`config.mk`:
```
export PLATFORM = sky130hd
export DESIGN_NAME = length_field_extractor
export DESIGN_NICKNAME = d
export VERILOG_FILES = /design/src/hdl/lfe_pkg.sv /design/src/hdl/lfe_step.sv /design/src/hdl/length_field_extractor.sv
export SDC_FILE = /design/constraint.sdc
export NUM_CORES = 1
export LEC_CHECK = 0
export BUFFER_PORTS_ARGS = -buffer_cell sky130_fd_sc_hd__buf_2
export CAP_MARGIN = 20
export CORE_ASPECT_RATIO = 0.9
export CORE_MARGIN = 5
export CORE_UTILIZATION = 34
export CTS_CLUSTER_DIAMETER = 200
export DETAILED_ROUTE_END_ITERATION = 12
export HOLD_SLACK_MARGIN = 0.05
export PLACE_DENSITY = 0.49
export SLEW_MARGIN = 30
export SYNTH_ARGS = -nofsm -noshare
export SYNTH_HDL_FRONTEND = slang
export SYNTH_SLANG_ARGS = --single-unit
```
`constraint.sdc`:
```
create_clock -name clk -period 5.95 [get_ports clk]
set_input_delay 0 -clock clk [delete_from_list [all_inputs] [get_ports clk]]
set_output_delay 0 -clock clk [all_outputs]
set_load 0.1 [all_outputs]
```
`src/hdl/lfe_pkg.sv`:
```
`default_nettype none

package lfe_pkg;

    localparam int POS_W = 7;
    localparam int OFFSET_W = 7;
    localparam int SIZE_W = 4;
    localparam int VALUE_W = 32;
    localparam int MAX_OFFSET_DEF = 64;
    localparam logic [POS_W-1:0] POS_LIMIT = 7'd127;
    localparam logic [POS_W-1:0] VARINT_MAX = 7'd5;
    localparam int VARINT_BITS = 7;

    typedef enum logic [2:0] {
        ST_OK      = 3'd0,
        ST_SHORT   = 3'd1,
        ST_TRUNC   = 3'd2,
        ST_LONG    = 3'd3,
        ST_BADSIZE = 3'd4
    } status_t;

    typedef struct packed {
        logic [POS_W-1:0]   pos;
        logic [VALUE_W-1:0] acc;
        logic               reported;
    } frame_t;

    typedef struct packed {
        logic [VALUE_W-1:0] value;
        status_t            status;
    } result_t;

endpackage

`default_nettype wire

```
`src/hdl/lfe_step.sv`:
```
`default_nettype none

module lfe_step #(
    parameter int MAX_OFFSET = lfe_pkg::MAX_OFFSET_DEF
) (
    input  wire lfe_pkg::frame_t                      cur,
    input  wire logic [lfe_pkg::OFFSET_W-1:0]         field_offset,
    input  wire logic signed [lfe_pkg::SIZE_W-1:0]    field_size,
    input  wire logic [7:0]                           data_byte,
    input  wire logic                                 last_byte,
    output lfe_pkg::frame_t                           nxt,
    output logic                                      emit,
    output lfe_pkg::result_t                          res
);
    import lfe_pkg::*;

    localparam logic [7:0] MAX_OFF_L = 8'(MAX_OFFSET);

    logic [7:0]         off;
    logic [7:0]         pos_ext;
    logic [7:0]         idx_full;
    logic [POS_W-1:0]   idx;
    logic               in_field;
    logic               neg;
    logic               varint;
    logic [3:0]         neg_mag;
    logic [3:0]         mag;
    logic [3:0]         mag_m1;
    logic               size_ok;
    logic [4:0]         var_shamt;
    logic [VALUE_W-1:0] var_sum;
    logic [VALUE_W-1:0] le_val;
    logic [VALUE_W-1:0] be_val;

    assign off      = ({1'b0, field_offset} > MAX_OFF_L) ? MAX_OFF_L : {1'b0, field_offset};
    assign pos_ext  = {1'b0, cur.pos};
    assign idx_full = pos_ext - off;
    assign idx      = idx_full[POS_W-1:0];
    assign in_field = (pos_ext >= off) && (cur.pos != POS_LIMIT);

    assign neg     = field_size[SIZE_W-1];
    assign varint  = (field_size == '0);
    assign neg_mag = 4'(-field_size);
    assign mag     = neg ? ((neg_mag == 4'd0) ? 4'd8 : neg_mag) : field_size;
    assign mag_m1  = mag - 4'd1;
    assign size_ok = varint || (mag == 4'd1) || (mag == 4'd2) || (mag == 4'd4);

    assign var_shamt = {2'b00, idx[2:0]} * 5'(VARINT_BITS);
    assign var_sum   = cur.acc + ({25'b0, data_byte[6:0]} << var_shamt);
    assign le_val    = cur.acc | ({24'b0, data_byte} << {idx[1:0], 3'b000});
    assign be_val    = {cur.acc[VALUE_W-9:0], data_byte};

    always_comb
    begin
        nxt  = cur;
        emit = 1'b0;
        res  = '{value: '0, status: ST_OK};
        if (!cur.reported)
        begin
            if (in_field)
            begin
                if (varint)
                begin
                    if (idx < VARINT_MAX)
                    begin
                        nxt.acc = var_sum;
                        if (!data_byte[7])
                        begin
                            emit         = 1'b1;
                            res          = '{value: var_sum, status: ST_OK};
                            nxt.reported = 1'b1;
                        end
                        else if (idx == VARINT_MAX - 7'd1)
                        begin
                            emit         = 1'b1;
                            res          = '{value: '0, status: ST_LONG};
                            nxt.reported = 1'b1;
                        end
                    end
                end
                else if (idx < {3'b000, mag})
                begin
                    if (!size_ok)
                    begin
                        if (idx == {3'b000, mag_m1})
                        begin
                            emit         = 1'b1;
                            res          = '{value: '0, status: ST_BADSIZE};
                            nxt.reported = 1'b1;
                        end
                    end
                    else
                    begin
                        nxt.acc = neg ? be_val : le_val;
                        if (idx == {3'b000, mag_m1})
                        begin
                            emit         = 1'b1;
                            res          = '{value: nxt.acc, status: ST_OK};
                            nxt.reported = 1'b1;
                        end
                    end
                end
            end
            if (cur.pos != POS_LIMIT)
            begin
                nxt.pos = cur.pos + 7'd1;
            end
            if (!nxt.reported && last_byte)
            begin
                emit = 1'b1;
                res  = '{value: '0,
                         status: (varint && ({1'b0, nxt.pos} >= off)) ? ST_TRUNC : ST_SHORT};
            end
        end
        if (last_byte)
        begin
            nxt = '0;
        end
    end

endmodule

`default_nettype wire

```
`src/hdl/length_field_extractor.sv`:
```
// Output: a result is registered into the result buffer when the byte that completes its request is accepted.
// Throughput: one byte per cycle; the two-entry result buffer keeps byte_ready high while a
// single result waits, and byte_ready drops only when both entries are full.
// Reset: rst_n clears the frame state and the result buffer and sets field_offset to 0 and
// field_size to 2.
`default_nettype none

module length_field_extractor #(
    parameter int MAX_OFFSET = lfe_pkg::MAX_OFFSET_DEF
) (
    input  wire logic                              clk,
    input  wire logic                              rst_n,
    input  wire logic                              psel,
    input  wire logic                              penable,
    input  wire logic                              pwrite,
    input  wire logic [2:0]                        paddr,
    input  wire logic [31:0]                       pwdata,
    output logic [31:0]                            prdata,
    output logic                                   pready,
    input  wire logic                              byte_valid,
    output logic                                   byte_ready,
    input  wire logic [7:0]                        data_byte,
    input  wire logic                              last_byte,
    output logic                                   result_valid,
    input  wire logic                              result_ready,
    output logic [lfe_pkg::VALUE_W-1:0]            length_value,
    output logic [2:0]                             status
);
    import lfe_pkg::*;

    localparam logic REG_OFFSET = 1'b0;
    localparam logic REG_SIZE   = 1'b1;

    logic [OFFSET_W-1:0]      field_offset_reg;
    logic signed [SIZE_W-1:0] field_size_reg;
    frame_t                   frame_reg;
    frame_t                   frame_next;
    logic                     main_valid_reg;
    logic                     main_valid_next;
    result_t                  main_reg;
    result_t                  main_next;
    logic                     skid_valid_reg;
    logic                     skid_valid_next;
    result_t                  skid_reg;
    result_t                  skid_next;
    frame_t                   step_frame;
    logic                     step_emit;
    result_t                  step_res;
    logic                     cfg_write;
    logic                     accept;
    logic                     push;
    logic                     pop;

    assign pready    = 1'b1;
    assign cfg_write = psel && penable && pwrite;

    always_comb
    begin
        case (paddr[2])
            REG_OFFSET: prdata = {25'b0, field_offset_reg};
            REG_SIZE:   prdata = {{28{field_size_reg[SIZE_W-1]}}, field_size_reg};
            default:    prdata = '0;
        endcase
    end

    always_ff @(posedge clk or negedge rst_n)
    begin
        if (!rst_n)
        begin
            field_offset_reg <= '0;
            field_size_reg   <= 4'sd2;
        end
        else if (cfg_write)
        begin
            if (paddr[2] == REG_SIZE)
            begin
                field_size_reg <= pwdata[SIZE_W-1:0];
            end
            else
            begin
                field_offset_reg <= pwdata[OFFSET_W-1:0];
            end
        end
    end

    lfe_step #(
        .MAX_OFFSET(MAX_OFFSET)
    ) u_step (
        .cur         (frame_reg),
        .field_offset(field_offset_reg),
        .field_size  (field_size_reg),
        .data_byte   (data_byte),
        .last_byte   (last_byte),
        .nxt         (step_frame),
        .emit        (step_emit),
        .res         (step_res)
    );

    assign byte_ready   = !skid_valid_reg;
    assign accept       = byte_valid && byte_ready;
    assign push         = accept && step_emit;
    assign pop          = main_valid_reg && result_ready;
    assign frame_next   = accept ? step_frame : frame_reg;

    assign result_valid = main_valid_reg;
    assign length_value = main_reg.value;
    assign status       = main_reg.status;

    // The skid entry only fills when the main entry is held, and it always drains first.
    always_comb
    begin
        main_valid_next = main_valid_reg;
        main_next       = main_reg;
        skid_valid_next = skid_valid_reg;
        skid_next       = skid_reg;
        if (pop)
        begin
            if (skid_valid_reg)
            begin
                main_next       = skid_reg;
                skid_valid_next = 1'b0;
            end
            else
            begin
                main_valid_next = push;
                main_next       = step_res;
            end
        end
        else if (push)
        begin
            if (!main_valid_reg)
            begin
                main_valid_next = 1'b1;
                main_next       = step_res;
            end
            else
            begin
                skid_valid_next = 1'b1;
                skid_next       = step_res;
            end
        end
    end

    always_ff @(posedge clk or negedge rst_n)
    begin
        if (!rst_n)
        begin
            frame_reg      <= '0;
            main_valid_reg <= 1'b0;
            skid_valid_reg <= 1'b0;
        end
        else
        begin
            frame_reg      <= frame_next;
            main_valid_reg <= main_valid_next;
            skid_valid_reg <= skid_valid_next;
        end
    end

    always_ff @(posedge clk)
    begin
        main_reg <= main_next;
        skid_reg <= skid_next;
    end

endmodule

`default_nettype wire

```
# Yosys cells after proc, flatten, opt, wreduce, memory -nomap -nowiden
# Index checks and enable logic that the tools add are counted.
[word_totals]
out_inout_bits = 70
reg_bits = 123
word_cells = 111
in_bits = 51
[op_classes]
n_reduce_logical = 28
n_lt_le_gt_ge = 5
add_sub_neg = 5
mul = 1
shifts = 2
mux = 46
n_eq_ne = 10
n_bitwise = 3
[ops]
columns = ["operator", "n"]
rows = [
  ["$mux W35", 13],
  ["$mux W33", 5],
  ["$mux W40", 2],
  ["$mux W32", 2],
  ["$pmux W32 S2", 1],
  ["$add A32 B32 Y32", 1],
  ["$or A32 B32 Y32", 1],
  ["$shl A7 B5 Y32", 1],
  ["$shl A8 B5 Y32", 1],
  ["$mux W7", 3],
  ["$ge A7 B8 Y1", 2],
  ["$mux W1", 15],
  ["$reduce_and A2 Y1", 6],
  ["$logic_and A1 B1 Y1", 8],
  ["$logic_not A4 Y1", 2],
  ["$mux W4", 2],
  ["$add A7 B1 Y7 const B", 1],
  ["$eq A7 B3 Y1 const B", 1],
  ["$eq A7 B4 Y1", 1],
  ["$gt A7 B7 Y1 const B", 1],
  ["$lt A7 B3 Y1 const B", 1],
  ["$lt A7 B4 Y1", 1],
  ["$ne A7 B7 Y1 const B", 1],
  ["$sub A7 B7 Y7", 1],
  ["18 further kinds", 27],
]

# Longest topological paths before layout
# Gate-level depths: netlist of the first run.
[depth]
ltp_word = 20
ltp_mapped = 27
mapped_depth_nobuf = 26

# Cells and area by module
# From an unflattened synthesis of the first run, not the netlist that was laid out.
[unflattened]
cells_unflattened = 1199
area_unflattened_um2 = 10715.3
[by_module_without_submodules]
columns = ["mod", "seq_area_each_um2", "area_each_um2", "n_inst", "cells_each"]
rows = [
  ["lfe_step", 0.0, 5884.4, 1, 929],
  ["length_field_extractor", 3429.5, 4830.9, 1, 270],
]

# Worst setup path before layout of the first run
# Ideal clock, no wire load.
[synth_path]
kind = "register -> register"
startpoint = "register field_offset_reg[6]"
endpoint = "register main_reg (netlist bit length_value[28]) (data pin)"
required_ns = 5.683
path_slack_ns = -0.306
period_less_slack_ns = 6.256
n_path_buf = 2
setup_time_ns = 0.267
stages_incl_launch_ff = 28
arrival_time_ns = 5.989
cell_sequence = "dfrtp_1 -> nor2b_1 -> ha_1 -> inv_1 -> fa_1 -> clkbuf_1 -> inv_1 -> fa_1 -> ha_1 -> inv_1 -> fa_1 -> xor2_1 -> clkbuf_1 -> nand2_1 -> nor2_1 -> and2_1 -> ha_1 -> inv_1 -> fa_1 -> nand2b_1 -> a21oi_1 -> o31ai_1 -> a211oi_1 -> o21ai_0 -> nor3_1 -> nor2_1 -> a211oi_1 -> o21ai_0"
[synth_rtl]
columns = ["element", "line", "source"]
rows = [
  ["start, declared", "length_field_extractor.sv:34", "logic [OFFSET_W-1:0] field_offset_reg;"],
  ["start signal, assigned", "length_field_extractor.sv:81", "field_offset_reg <= pwdata[OFFSET_W-1:0];"],
  ["end signal, assigned", "length_field_extractor.sv:162", "main_reg <= main_next;"],
  ["end, declared", "length_field_extractor.sv:40", "result_t main_reg;"],
]

==> summary.md, run 1 <==
| Metric | Value |
|---|---|
| Number of nets with antenna violations after detailed routing | 0 |
| Leakage power | 0.00500 µW |
| Critical path launch point type | flop |
| Clock tree from TritonCTS | built |
| Total via count after detailed routing | 8864 |
| Kind of critical path | flop to flop |
| GRT Residual Overflow | 0 |
| Share of synthesized area occupied by flip-flops and latches | 0.354 |
| Synth Net Count | 1221 |
| Kind of end point of the critical path | flop |
| RSZ-0062 raised after global routing | true |
| Die area | 32000 µm² |
| Most used flip-flop cell after synthesis | edfxtp_1 |
| Worst EP required | 6190 ps |
| DRC violations left | 0 |
| Growth of design area from synthesis to finish | 22.7% |
| Measured slew at the worst slew-check pin | 911 ps |
| Routed WL per cell | 20.4 µm |
| Storage cell area | 3430 µm² |
| Starting utilization of the core area | 0.346 |
| Mean area per synthesized cell | 8.77 µm² |
| Die boundary width | 188 µm |
| Post-DP HPWL | 24400 µm |
| Class of the tightest hold or removal check | input pin to flop |
| Result of the run | finished, final reports clean |
| Yosys synthesis warning count | 0 |
| Longest Clk Path Bufs | 2 |
| Area of combinational cells with multiple inputs | 6090 µm² |
| Most frequent cells in the layout | nor2_1 (125), nand2_1 (123), a21oi_1 (104) |
| Pins Over Slew Limit | 0 |
| Total design power | 5390 µW |
| Maximum frequency from static timing analysis | 0.176 GHz |
| Count of unique library cells instantiated by Yosys | 77 |
| Later-pin clock latency in the skew report | 430 ps |
| Core outline area | 28000 µm² |
| Final hold viol count | 0 |
| Height of the die | 170 µm |
| Relative slew margins | 0.390 |
| Post-synth EDFFs | 70 |
| Number of fill cells in the layout | 2822 |
| Antenna violations before repair | 0 |
| Fraction of synthesis flops using an asynchronous set or reset pin | 0.431 |
| Clock skew after layout | 18.5 ps |
| Routed wire length | 32700 µm |
| Routability-driven placement congestion ratio | 0.926 |
| Ant. Diodes | 0 |
| Initial DRC count | 938 |
| Global-route wire length before repair | 50100 µm |
| CTS H-tree lvls | 4 |
| GR Util All Layers | 0.200 |
| Clock slew at reported path FFs | 70 ps |
| Post-synth design cell area | 9680 µm² |
| Tmin final | 5670 ps |
| Total of endpoints with negative setup slack in the final report | 0 |
| PD cells | 453 nW/µm² |
| Part of the cycle the worst path needs | 0.953 |
| Master cell of the clock root buffer | clkbuf_16 |
| Number of standard cells in the final layout excluding fillers | 1604 |
| Number of global-route vias before repair | 8404 |
| Post-synthesis sequential element count | 123 |
| Number of buffer cells added on primary ports | 92 |
| Clk sinks | 123 |
| Largest net degree at the start of global routing | 54 |
| # placed instances | 1554 |
| Crit Path Max Fanout | 13 |
| Net count, final | 1348 |
| Post-route standard cell area excluding fillers | 11900 µm² |
| I/O pin count | 121 |
| Pre-Repair DR Iteration Count | 5 |
| Max reg flops | 40 |
| Max-cap violations | 0 |
| Area post-placement | 10800 µm² |
| Final sum of negative setup slack | 0 ps |
| Layout cell share with drive strength beyond 1 | 0.260 |
| Most common cell after layout, fill and taps aside | nor2_1 |
| Std-Cell Rows | 58 |
| Avg Vias per Cell | 5.53 |
| Number of CTS-inserted buffers | 17 |
| Worst ir drop on vdd | 0.000195 V |
| Number of cells produced by synthesis | 1104 |
| Worst Path Arrival | 5910 ps |
-- worst max-delay path, cell delays in order, from the launching register on --
cell	delay, ps
dfrtp_1	370
nor2b_4	160
ha_2	180
inv_1	60
fa_2	410
xor2_2	160
inv_1	80
fa_1	550
ha_1	140
inv_1	50
fa_2	560
buf_12	130
nand2_2	70
nor2_2	110
and2_4	160
ha_2	170
inv_1	50
fa_2	340
nand2b_4	160
a21oi_4	160
o41a_1	170
a211o_1	220
a21oi_4	100
o311ai_4	340
xor2_2	260
a21oi_2	110
o31ai_1	200
-- area by class of cell --
cell class,instances,area share
clock buffers,18,0.0370
clock inverters,14,0.0115
inverters,34,0.0107
multi-input cells,869,0.512
flip-flops and latches,123,0.289
well taps,360,0.0379
repair buffers,186,0.102
-- Yosys cell counts (all sizes together) (11+ instances only) --
library cell,n,area [µm²]
nor3,30,229
clkbuf,39,146
ha,61,763
a21o,11,82.6
xor2,15,131
buf,39,268
a22o,16,140
inv,34,128
mux2,32,360
o21ai,78,390
nand2,125,469
o31ai,29,218
a22oi,22,165
nor2,129,487
dfrtp,52,1300
a21oi,115,576
xnor2,26,228
nand3,17,85.1
a211oi,12,90.1
edfxtp,70,2100
-- stage by stage --
step | hold WS, ps | util | setup WS [ps]
2_1_floorplan | -296 | - | -17.3
3_3_place_gp | 220 | 0.385 | -112
3_5_place_dp | 205 | 0.385 | -207
4_1_cts | 70.0 | 0.412 | 16.5
5_1_grt | 87.1 | 0.424 | -53.8
6_report | 79.4 | 0.424 | 279
-- metal layers --
layer / part of all wire / vias to the layer above / track usage
met5: 0 / - / 0
met4: 0.022 / 0 / 0.0619
met3: 0.067 / 42 / 0.0326
met2: 0.42 / 284 / 0.284
met1: 0.50 / 4251 / 0.308
li1: - / 4287 / -
-- cell families (layout without fill, tap and decap cells) --
group           count (synthesis)  after routing  share of synthesized area
compound gates                357            357                      0.237
simple gates                  362            362                      0.177
buf+inv                       112            252                     0.0559
xor+xnor                       43             43                     0.0417
other cells                     1              1                   0.000387
mux                            40             40                     0.0455
flops                         123            123                      0.354
fa+ha+maj                      66             66                     0.0892
-- what timing repair did --
action | CTS | global route
hold buffers | 11 | 0
endpoints found under the setup margin | 14 | 47
pin swaps | 9 | 29
hold endpoints to repair | 69 | 0
buffers inserted | 3 | 4
gates resized for setup | 12 | 61
-- where the power goes --
part | switching [µW] | total (µW) | internal, µW
sequential | 20.3 | 935 | 914
combinational | 2140 | 3420 | 1280
clock | 439 | 1030 | 595
-- path summary, 6_finish.rpt --
kind,slack (ps),cells after the start,start,end
setup / recovery,280,26,field_offset_reg[0],length_value[30]
hold / removal,80,3,pwrite,field_size_reg[0]
setup reg to reg,280,26,field_offset_reg[0],length_value[30]
hold reg to reg,520,2,skid_reg[28],length_value[25]
max in group asynchronous,5070,3,rst_n,frame_reg[5]
min in group asynchronous,300,3,rst_n,field_offset_reg[0]
No activity file was read; power rests on OpenSTA's default activity.
==> run 2: changes to the inputs <==
PLACE_DENSITY = unset   (was 0.49)
PLACE_DENSITY_LB_ADDON = 0.1   (was unset)
==> run 2 against run 1 <==
Effect of this change:
- global-route usage grew 0.12 points
- setup slack gained 11 ps
- hold slack lost 1.5 ps
- fmax grew 0.20%
- clock power is essentially flat
- largest cell class unchanged
- clock skew shrank 1.2 ps
- highest routed layer unchanged
==> summary.md, run 2 (synthesis results as in run 1) <==
| Metric | Value |
|---|---|
| Result of the run | finished, final reports clean |
| Std-Cell Rows | 58 |
| Clock tree from TritonCTS | built |
| Register-to-register setup slack | 290 ps |
| Max-cap violations | 0 |
| Beginning of the worst register-to-register path | field_offset_reg[6] |
| Die area | 32000 µm² |
| Later-pin clock latency in the skew report | 420 ps |
| Initial DRC count | 707 |
| Worst reg-to-reg path cell count | 23 |
| Largest net degree at the start of global routing | 54 |
| Clock skew after layout | 17.3 ps |
| Clk sinks | 123 |
| Core outline area | 28000 µm² |
| Worst EP required | 6170 ps |
| Tmin final | 5660 ps |
| Total design power | 5260 µW |
| Maximum frequency from static timing analysis | 0.177 GHz |
| Leakage power | 0.00497 µW |
| Growth of design area from synthesis to finish | 20.7% |
| Class of the tightest hold or removal check | input pin to flop |
| Worst Hold End | field_size_reg[2] |
| Kind of critical path | flop to flop |
| Final hold viol count | 0 |
| Global-route wire length before repair | 50200 µm |
| Clock slew at reported path FFs | 70 ps |
| Post-DP HPWL | 24600 µm |
| GR Util All Layers | 0.201 |
| Routed WL per cell | 20.4 µm |
| Pins Over Slew Limit | 0 |
| Antenna violations before repair | 0 |
| Relative slew margins | 0.405 |
| Starting utilization of the core area | 0.346 |
| Worst Path Arrival | 5870 ps |
| Longest Clk Path Bufs | 2 |
| Number of global-route vias before repair | 8045 |
| Routability-driven placement congestion ratio | 0.934 |
| Die boundary width | 188 µm |
| Number of CTS-inserted buffers | 17 |
| Ant. Diodes | 0 |
| Number of fill cells in the layout | 2841 |
| Net count, final | 1346 |
| Most frequent cells in the layout | nand2_1 (125), nor2_1 (125), a21oi_1 (107) |
| CTS H-tree lvls | 4 |
| Area of combinational cells with multiple inputs | 5920 µm² |
| Total via count after detailed routing | 8843 |
| Number of buffer cells added on primary ports | 92 |
| Height of the die | 170 µm |
| Avg Vias per Cell | 5.52 |
| Number of nets with antenna violations after detailed routing | 0 |
| Part of the cycle the worst path needs | 0.951 |
| Routed wire length | 32700 µm |
| Layout cell share with drive strength beyond 1 | 0.238 |
| Worst ir drop on vdd | 0.000214 V |
| Total of endpoints with negative setup slack in the final report | 0 |
| Pre-Repair DR Iteration Count | 5 |
| Final standard cell utilization of the core | 0.417 |
| Max reg flops | 40 |
| End of the worst register-to-register path | length_value[31] |
| Crit Path Max Fanout | 16 |
| DRC violations left | 0 |
| Kind of end point of the critical path | flop |
| Storage cell area | 3430 µm² |
| I/O pin count | 121 |
| Number of standard cells in the final layout excluding fillers | 1602 |
| Final sum of negative setup slack | 0 ps |
| Measured slew at the worst slew-check pin | 886 ps |
| PD cells | 450 nW/µm² |
| Critical path launch point type | flop |
| Hold Path Cell Cnt | 3 |
| Critical hold path startpoint | pwrite |
| Master cell of the clock root buffer | clkbuf_16 |
| # placed instances | 1558 |
| GRT Residual Overflow | 0 |
-- run 2: cell type report --
cell class | instances | share of cell area
multi-input cells | 869 | 0.506
flip-flops and latches | 123 | 0.293
repair buffers | 184 | 0.102
well taps | 360 | 0.0385
clock buffers | 17 | 0.0364
clock inverters | 15 | 0.0124
inverters | 34 | 0.0109
-- run 2: what timing repair did --
| action | 4_1_cts | 5_1_grt |
|---|---|---|
| hold endpoints to repair | 70 | 0 |
| endpoints found under the setup margin | 5 | 48 |
| pin swaps | 5 | 15 |
| setup buffers | 0 | 1 |
| resized for setup | 5 | 33 |
| hold buffers | 11 | 0 |
-- run 2: worst max path at each step --
stage / cells past startpoint / from / slack (ps) / end
floorplan: 27 / field_offset_reg[6] / -20 / length_value[28]
global placement: 26 / field_offset_reg[6] / -70 / length_value[28]
detailed placement: 26 / field_offset_reg[6] / -190 / length_value[28]
CTS: 24 / field_offset_reg[6] / 5 / length_value[29]
global route: 24 / field_offset_reg[0] / -50 / length_value[27]
finish: 23 / field_offset_reg[6] / 290 / length_value[31]
-- run 2: worst max-delay path: stages (launching register included) --
cell and delay (ps):
dfrtp_1 390, nor2b_2 140, ha_1 180, inv_1 60, fa_2 380, xor2_2 160
inv_1 80, fa_1 530, ha_1 140, inv_1 50, fa_2 570, buf_12 150
mux2_2 350, buf_4 130, nor2_1 200, ha_1 300, a21oi_1 220, o21ai_0 170
o32ai_1 350, a21oi_1 100, buf_4 180, xnor2_1 200, a21oi_1 140, o41ai_2 270
-- run 2: where the power goes --
group	switching (µW)	internal [µW]	leakage, µW
logic	2060	1230	0.00323
registers	21.0	914	0.00147
clock network	478	557	0.000272
total	2560	2700	0.00497
-- run 2: through the flow --
stage / setup WS (ps) / hold WS (ps) / area, µm²
after detailed placement: -187 / 210 / 10800
after CTS: 5.47 / 69.7 / 11500
final: 291 / 77.9 / 11700
after global routing: -51.8 / 110 / 11700
after global placement: -69.7 / 213 / 10800
after floorplan: -17.3 / -296 / 9700
-- run 2: routing by layer --
metal | GRT usage | vias up | part of all wire
li1 | - | 4293 | -
met4 | 0.0415 | 0 | 0.0092
met2 | 0.287 | 264 | 0.41
met3 | 0.0224 | 18 | 0.060
met5 | 0 | - | 0
met1 | 0.324 | 4268 | 0.52
